### config.mk
export PLATFORM = sky130hd
export DESIGN_NAME = bitu_ram
export DESIGN_NICKNAME = d
export VERILOG_FILES = /design/src/bitu_ram.sv
export SDC_FILE = /design/constraint.sdc
export NUM_CORES = 1
export LEC_CHECK = 0
export ABC_CLOCK_PERIOD_IN_PS = 1600
export BUFFER_PORTS_ARGS = -buffer_cell sky130_fd_sc_hd__buf_2
export CELL_PAD_IN_SITES_DETAIL_PLACEMENT = 1
export CELL_PAD_IN_SITES_GLOBAL_PLACEMENT = 2
export CORE_AREA = 10 10 47 49
export DETAILED_ROUTE_END_ITERATION = 12
export DIE_AREA = 0 0 57 59
export PLACE_DENSITY = 0.51
export SYNTH_ARGS = -nofsm -noshare
export SYNTH_HDL_FRONTEND = slang
export SYNTH_SLANG_ARGS = --single-unit
### constraint.sdc
create_clock -name clk -period 1.6 [get_ports clk]
set_clock_uncertainty 0.05 [all_clocks]
set_input_delay 0.16 -clock clk [delete_from_list [all_inputs] [get_ports clk]]
set_output_delay 0.16 -clock clk [all_outputs]
set_load 0.1 [all_outputs]
### src/bitu_ram.sv
// ----------------------------------------------------------------------------
// bitu_ram
// Generic simple dual-port RAM, one write and one registered read port.
// ----------------------------------------------------------------------------
module bitu_ram #(
  parameter int DEPTH = 4,
  parameter int AW    = 2
) (
  input  logic          clk,
  input  logic          we,
  input  logic [AW-1:0] waddr,
  input  logic          wdata,
  input  logic          re,
  input  logic [AW-1:0] raddr,
  output logic          rdata
);

  logic mem [DEPTH];

  always_ff @(posedge clk) begin
    if (we) begin
      mem[waddr] <= wdata;
    end
    if (re) begin
      rdata <= mem[raddr];
    end
  end

endmodule

==> summary.md, run 1 <==
| Metric | Value |
|---|---|
| Outcome | completed |
| Min Tclk post-route | 1.18 ns |
| Post-synthesis simple-gate area fraction | 15.3% |
| PnR worst setup slack | 0.423 ns |
| WP data arrival | 0.97 ns |
| Post-synth ARST share | 0% |
| Place WS | 0.473 ns |
| EDFF count, synth | 5 |
| Share of cells above drive strength 1 | 54.5% |
| Clk pin slew, worst setup/hold paths | 0.04 ns |
| Post-layout total power | 0.337 mW |
| Synth Area in Adders | 0% |
| Clock latency on the worst-skew pair | 0.24 ns |
| Synth area leader | edfxtp_1 |
| Crit path kind | flip-flop to output port |
| Synth top area share | 73.6% |
| Routed Antenna Nets | 0 |
| CP Capture Type | output port |
| Routed length per instance | 11.3 µm |
| WP buf/inv | 1 |
| Hold buffers post-CTS | 0 |
| #FFs+latches synth | 5 |
| # rows | 14 |
| Vias post-DR | 131 |
| Worst-margin pin slew | 0.485 ns |
| IO Pins | 9 |
| RSZ-0062 raised after global routing | no |
| Root buf cell | clkbuf_4 |
| Drt total wl | 430 µm |
| Mapped Cells | 10 |
| Register area share after synthesis | 73.6% |
| Post-Syn Area | 204 µm² |
| # Post-CTS Setup Buffers | 0 |
| Yosys Warn Count | 0 |
| Area of the multi-input gates | 53.8 µm² |
| Min-delay worst type | input pin to flip-flop |
| Antenna violations before repair | 0 |
| Max incr delay on CP | 0.42 ns |
| Die height | 59 µm |
| Pleak | 0.120 nW |
| Die area | 0.00336 mm² |
| Clock Path Buffers | 2 |
| Top FF cell, synth | edfxtp_1 |
| Post-CTS Resized | 0 |
| CP Cell Sequence | buf_2 |
| Setup TNS | 0 ns |
| CP Launch Type | flip-flop |
| Fmax | 850 MHz |
| IO buf count | 8 |
| Initial DRC count | 1 |
| Largest cells by area after synthesis | edfxtp_1 (74%), mux4_2 (11%), and3b_1 (8.6%) |
| Avg Synthesized Cell Area | 20.4 µm² |
| CP Max Fanout | 1 |
| Pwr dens | 1160 mW/mm² |
| Core Box Area | 0.00140 mm² |
| TritonCTS Buffers | 3 |
| Period utilisation layout | 73.5% |
| CTS tree | built |
| Slew margin rel. | 67.9% |
| Drt first pass iters | 2 |
| All-layer global routing usage | 3.34% |
| Final net count | 31 |
| Max-cap violations | 0 |
| Hold slack | 0.0683 ns |
| Largest family of logic cells by synthesized area | simple AND/OR/NAND/NOR gates |
| Final number of setup-violating endpoints | 0 |
| First-pass GRT wire length | 765 µm |
| H-tree levels | 1 |
| Fillers | 164 |
| Slowest cell on crit path | buf_2 |
| Compound-Gate Fraction of Synth Area | 0% |
| Max-slew violations | 0 |
| Most common cell in the netlist | edfxtp_1 |
| Distinct cells, synth | 5 |
| Fin. Hold Viols | 0 |
| Critical path's top delay family | buffers and inverters |
| Post-layout util | 20.7% |
| Placer Congestion | 0.616 |
| Required @ worst endpoint | 1.39 ns |
| Via density per instance | 3.45 |
| Post-synthesis mux area share | 11.0% |
| Reg area | 150 µm² |
| Post-Synth XOR/XNOR Area | 0% |
| Max VDD drop | 349 µV |
| Vias in the first global route | 158 |
| DR DRC count | 0 |
| Post-Syn Nets | 18 |
| Largest net degree at the start of global routing | 5 |
| Die X | 57 µm |
| Initial Utilization | 14.6% |
| Synth top cells by count | edfxtp_1 (5), and3b_1 (2), and3_1 (1), mux4_2 (1), nor3b_1 (1) |
| # diodes | 0 |
| Layout area overhead | 42.3% |
| Clock sink count | 5 |
| GRT Residual Overflow | 0 |
## final timing paths
| check | start | end | slack, ns | cells after the start |
|---|---|---|---|---|
| max | rdata | rdata | 0.42 | 1 |
| min | re | rdata | 0.07 | 1 |
| max reg2reg | mem[2] | rdata | 0.48 | 1 |
| min reg2reg | mem[3] | rdata | 0.58 | 1 |
## per-stage QoR
| stage | instance area [µm²] | std cells |
|---|---|---|
| CTS | 290 | 38 |
| finish | 290 | 38 |
| global route | 290 | 38 |
| detailed placement | 264 | 34 |
| floorplan | 204 | 10 |
| global placement | 264 | 34 |
## final cells by class
cell class / count / area share, %
Multi-Input combinational cell: 5 / 18.5
Clock buffer: 4 / 9.05
Sequential cell: 5 / 51.7
Timing Repair Buffer: 8 / 13.8
Tap cell: 16 / 6.90
## registers in the layout (all words and copies together), names as in the netlist
register	count
rdata	1
mem	4
## metal layers
layer	share of wire [%]	track usage (%)	vias up
li1	-	-	67
met1	50	3.13	52
met2	33	3.72	10
met3	15	4.51	2
met4	1.4	2.01	0
met5	0	0	-
## layout by cell type, fill, tap and decap left out
master    n
edfxtp_1  5
nor3b_1   1
and3b_1   2
clkbuf_1  1
buf_2     8
clkbuf_4  3
and3_1    1
mux4_2    1
## cell families after synthesis
group / after synthesis
and+or+nand+nor: 4
DFF: 5
muxes: 1
## where the power goes
part	switching, mW	total, mW	internal (mW)	leakage (nW)
sequential	0.00133	0.154	0.153	0.0465
clock	0.0523	0.147	0.0943	0.0150
combinational	0.0229	0.0366	0.0137	0.0588
(Power assumes the default switching activity.)
==> inputs of run 2 (changes only) <==
Settings changed: ABC_CLOCK_PERIOD_IN_PS 1600 to 1200.
Clock period 1.6 ns to 1.2 ns, I/O delays scaled along.
==> run 2 against run 1 <==
Cell count unchanged. Wire length up 8.1%. Clock power rose by 30%. Count of clock-buffer cells in the layout unchanged. Critical path depth unchanged. Critical endpoint is now rdata. Largest cell class unchanged. Highest routed layer is now met3.
==> summary.md, run 2 (synthesis gave the netlist of run 1 again) <==
| Metric | Value |
|---|---|
| Root buf cell | clkbuf_4 |
| Routed length per instance | 12.2 µm |
| Die X | 57 µm |
| Crit path kind | flip-flop to flip-flop |
| CP Cell Sequence | mux4_2 |
| Max VDD drop | 295 µV |
| Final number of setup-violating endpoints | 0 |
| Fillers | 168 |
| Via density per instance | 3.55 |
| Pwr dens | 1490 mW/mm² |
| Place WS | 0.0611 ns |
| Vias in the first global route | 184 |
| IO Pins | 9 |
| Post-CTS Resized | 0 |
| RSZ-0062 raised after global routing | no |
| # rows | 14 |
| Slowest cell on crit path | mux4_2 |
| Routed Antenna Nets | 0 |
| Post-Place Cells | 34 |
| Placed inst area | 279 µm² |
| Largest reg by FF count | mem |
| Max-slew violations | 0 |
| Hold buffers post-CTS | 0 |
| Largest net degree at the start of global routing | 5 |
| Outcome | completed |
| Critical path's top delay family | multiplexers |
| PnR worst setup slack | 0.0759 ns |
| CTS tree | built |
| First-pass GRT wire length | 800 µm |
| Non-Filler Instances | 38 |
| Min Tclk post-route | 1.12 ns |
| Die height | 59 µm |
| Max FFs per register | 4 |
| Layout area overhead | 49.7% |
| Final net count | 31 |
| Leading cell type in the layout, fill and taps excluded | buf_2 |
| DR DRC count | 0 |
| Fmax | 890 MHz |
| Placer Congestion | 0.587 |
| WP buf/inv | 0 |
| Most frequent cells in the layout | buf_2 (7), edfxtp_1 (5), clkbuf_4 (3) |
| Max-cap violations | 0 |
| Drt total wl | 465 µm |
| Initial DRC count | 0 |
| Die area | 0.00336 mm² |
| Initial Utilization | 14.6% |
| Required @ worst endpoint | 1.12 ns |
| WP data arrival | 1.05 ns |
| GRT Residual Overflow | 0 |
| Setup TNS | 0 ns |
| H-tree levels | 1 |
| Vias post-DR | 135 |
| Fin area | 305 µm² |
| Slew margin rel. | 83.5% |
| Worst-margin pin slew | 0.247 ns |
| Clock latency on the worst-skew pair | 0.24 ns |
| All-layer global routing usage | 3.38% |
| Post-layout total power | 0.455 mW |
| CP Capture Type | flip-flop |
| Antenna violations before repair | 0 |
| CP Launch Type | flip-flop |
| # diodes | 0 |
| Clock sink count | 5 |
| Fin. Hold Viols | 0 |
| Clock Path Buffers | 2 |
| Clk pin slew, worst setup/hold paths | 0.04 ns |
| Core Box Area | 0.00140 mm² |
| # Post-CTS Setup Buffers | 0 |
| Max incr delay on CP | 0.47 ns |
| Regs by FF count | mem (4), rdata (1) |
| Drt first pass iters | 1 |
| Pleak | 0.126 nW |
| Period utilisation layout | 93.7% |
| TritonCTS Buffers | 3 |
| Min-delay worst type | input pin to flip-flop |
| CP Max Fanout | 1 |
| IO buf count | 8 |
| Share of cells above drive strength 1 | 54.5% |
[run 2: cell counts in the layout (fill, tap and decap cells not counted)]
Identical to the previous run, type by type.
[run 2: final timing paths]
kind	endpoint	depth (start not counted)	slack, ns	startpoint
setup / recovery	rdata	1	0.08	mem[3]
hold / removal	rdata	1	0.03	re
setup reg to reg	rdata	1	0.08	mem[3]
hold reg to reg	rdata	1	0.59	mem[3]
[run 2: metal layers]
metal  vias up  wire length, µm  global-route usage (%)
met1        61              210                    3.23
met3         0               65                    3.22
met5         -                0                       0
met4         0                0                    3.02
met2         8              190                    4.19
li1         66                -                       -
[run 2: cell type report]
type | count | area, µm² | share of cell area, %
Clock buffer | 4 | 26.3 | 8.61
Multi-Input combinational cell | 5 | 53.8 | 17.6
Sequential cell | 5 | 150 | 49.2
Tap cell | 16 | 20.0 | 6.56
Timing Repair Buffer | 8 | 55.1 | 18.0
[run 2: power breakdown]
part	internal [mW]	switching, mW
Sequential	0.204	0.00350
Clock	0.126	0.0656
Combinational	0.0260	0.0308
Total	0.356	0.0999
[run 2: metrics by stage]
step	util (%)	hold slack, ns
6_report	21.8	0.0298
5_1_grt	21.8	0.0119
4_1_cts	21.8	0.0209
3_5_place_dp	19.9	0.272
3_3_place_gp	19.9	0.271
2_1_floorplan	-	0.169
==> inputs of run 3 (changes only) <==
==> constraint.sdc (replaced) <==
create_clock -name clk -period 1.2 [get_ports clk]
set_clock_uncertainty 0.05 [all_clocks]
set_input_delay 0.24 -clock clk [delete_from_list [all_inputs] [get_ports clk]]
set_output_delay 0.24 -clock clk [all_outputs]
set_load 0.1 [all_outputs]
==> run 3 against run 2 <==
Count of clock-buffer cells in the layout did not move. Register-to-register slack is essentially flat. Sequential cell count unchanged. Design area is the same. Utilization is the same. Clock power is 3% higher. Global-route usage shrank 0.17 points. Total power rose by 1.1%. Wire length is 2.2% lower. Setup slack worse by 0.013 ns. Highest routed layer unchanged.
==> summary.md, run 3 (synthesis gave the netlist of run 1 again) <==
| Metric | Value |
|---|---|
| Routed Antenna Nets | 0 |
| Placer Congestion | 0.564 |
| R2R cell count | 1 |
| CP Max Fanout | 1 |
| Number of stages on the worst setup path | 1 |
| Combinational power share | 12.3% |
| Hold buffers post-CTS | 0 |
| Largest reg by FF count | mem |
| Metal3 WL | 86 µm |
| IO buf count | 8 |
| Hold path depth | 1 |
| Fin area | 305 µm² |
| All-layer global routing usage | 3.21% |
| Worst-margin pin slew | 0.212 ns |
| Setup TNS | 0 ns |
| Clock sink count | 5 |
| Hold slack | 0.147 ns |
| Post-CTS Resized | 0 |
| Final net count | 31 |
| Regs by FF count | mem (4), rdata (1) |
| Post-layout util | 21.8% |
| Fmax | 879 MHz |
| FF-to-FF Start | mem[3] |
| CP Capture Type | flip-flop |
| RSZ-0062 raised after global routing | no |
| Antenna violations before repair | 0 |
| Post-Route M1 WL | 177 µm |
| Top Metal Used | met3 |
| Leading cell type in the layout, fill and taps excluded | buf_2 |
| Max-slew violations | 0 |
| H-tree levels | 1 |
| Outcome | completed |
| GRT Residual Overflow | 0 |
| Fillers | 165 |
| CTS tree | built |
| Pleak | 0.126 nW |
| HP Start | re |
| CP Launch Type | flip-flop |
| Drt total wl | 455 µm |
| Largest net degree at the start of global routing | 5 |
| Vias in the first global route | 172 |
| Die height | 59 µm |
| Drt first pass iters | 1 |
| Layout area overhead | 49.7% |
| Max incr delay on CP | 0.47 ns |
| Met2 wire len | 190 µm |
| Initial DRC count | 0 |
| Flop pwr share | 45.0% |
| Required @ worst endpoint | 1.13 ns |
| Via density per instance | 3.58 |
| Period utilisation layout | 94.8% |
| Switching Fraction | 22.8% |
| Routed length per instance | 12.0 µm |
| Initial Utilization | 14.6% |
| Root buf cell | clkbuf_4 |
| Pwr dens | 1510 mW/mm² |
| Clk pin slew, worst setup/hold paths | 0.05 ns |
| Internal power | 0.356 mW |
| Fin. Hold Viols | 0 |
| Share of cells above drive strength 1 | 54.5% |
| Die area | 0.00336 mm² |
| Final number of setup-violating endpoints | 0 |
| Slowest cell on crit path | mux4_2 |
| # Post-CTS Setup Buffers | 0 |
| IO Pins | 9 |
| Vias post-DR | 136 |
| CP Cell Sequence | mux4_2 |
| Sw power | 0.105 mW |
| Clock latency on the worst-skew pair | 0.24 ns |
| Max VDD drop | 361 µV |
| Clock Path Buffers | 2 |
| # diodes | 0 |
| Core Box Area | 0.00140 mm² |
| WP data arrival | 1.07 ns |
| Post-Place Cells | 34 |
| Placed inst area | 279 µm² |
| Max FFs per register | 4 |
| # rows | 14 |
| Crit path kind | flip-flop to flip-flop |
| Critical path's top delay family | multiplexers |
| Most frequent cells in the layout | buf_2 (7), edfxtp_1 (5), clkbuf_4 (3) |
| Slew margin rel. | 85.8% |
| Clk pwr share | 42.7% |
| Max-cap violations | 0 |
| Non-Filler Instances | 38 |
| Min Tclk post-route | 1.14 ns |
| Min-delay worst type | input pin to flip-flop |
| DR DRC count | 0 |
| WP buf/inv | 0 |
| Die X | 57 µm |
| First-pass GRT wire length | 745 µm |
| TritonCTS Buffers | 3 |
| Worst Setup SP | mem[3] |
[run 3: final timing paths]
check	slack [ns]	endpoint
min	0.15	rdata
max reg2reg	0.06	rdata
max	0.06	rdata
min reg2reg	0.58	rdata
[run 3: through the flow]
stage / power [mW] / worst slack (ns)
floorplan: 0.238 / 0.00598
global route: 0.482 / 0.0337
detailed placement: 0.268 / 0.0546
global placement: 0.266 / 0.0622
finish: 0.461 / 0.0625
CTS: 0.474 / 0.0476
[run 3: power groups by stage]
stage,Clock [mW],Combinational [mW],Sequential [mW]
final,0.197,0.0564,0.207
after global placement,0,0.0557,0.210
after floorplan,0,0.0105,0.227
after detailed placement,0,0.0574,0.211
after global routing,0.213,0.0601,0.208
after CTS,0.209,0.0576,0.208
[run 3: final cells by class]
type,count,area (µm²),share of cell area (%)
Sequential cell,5,150,49.2
Timing Repair Buffer,8,55.1,18.0
Multi-Input combinational cell,5,53.8,17.6
Clock buffer,4,26.3,8.61
Tap cell,16,20.0,6.56
[run 3: per-layer routing]
layer	global-route usage, %	up-vias
met5	0	-
met1	2.16	63
li1	-	65
met4	3.02	0
met2	4.19	8
met3	4.29	0
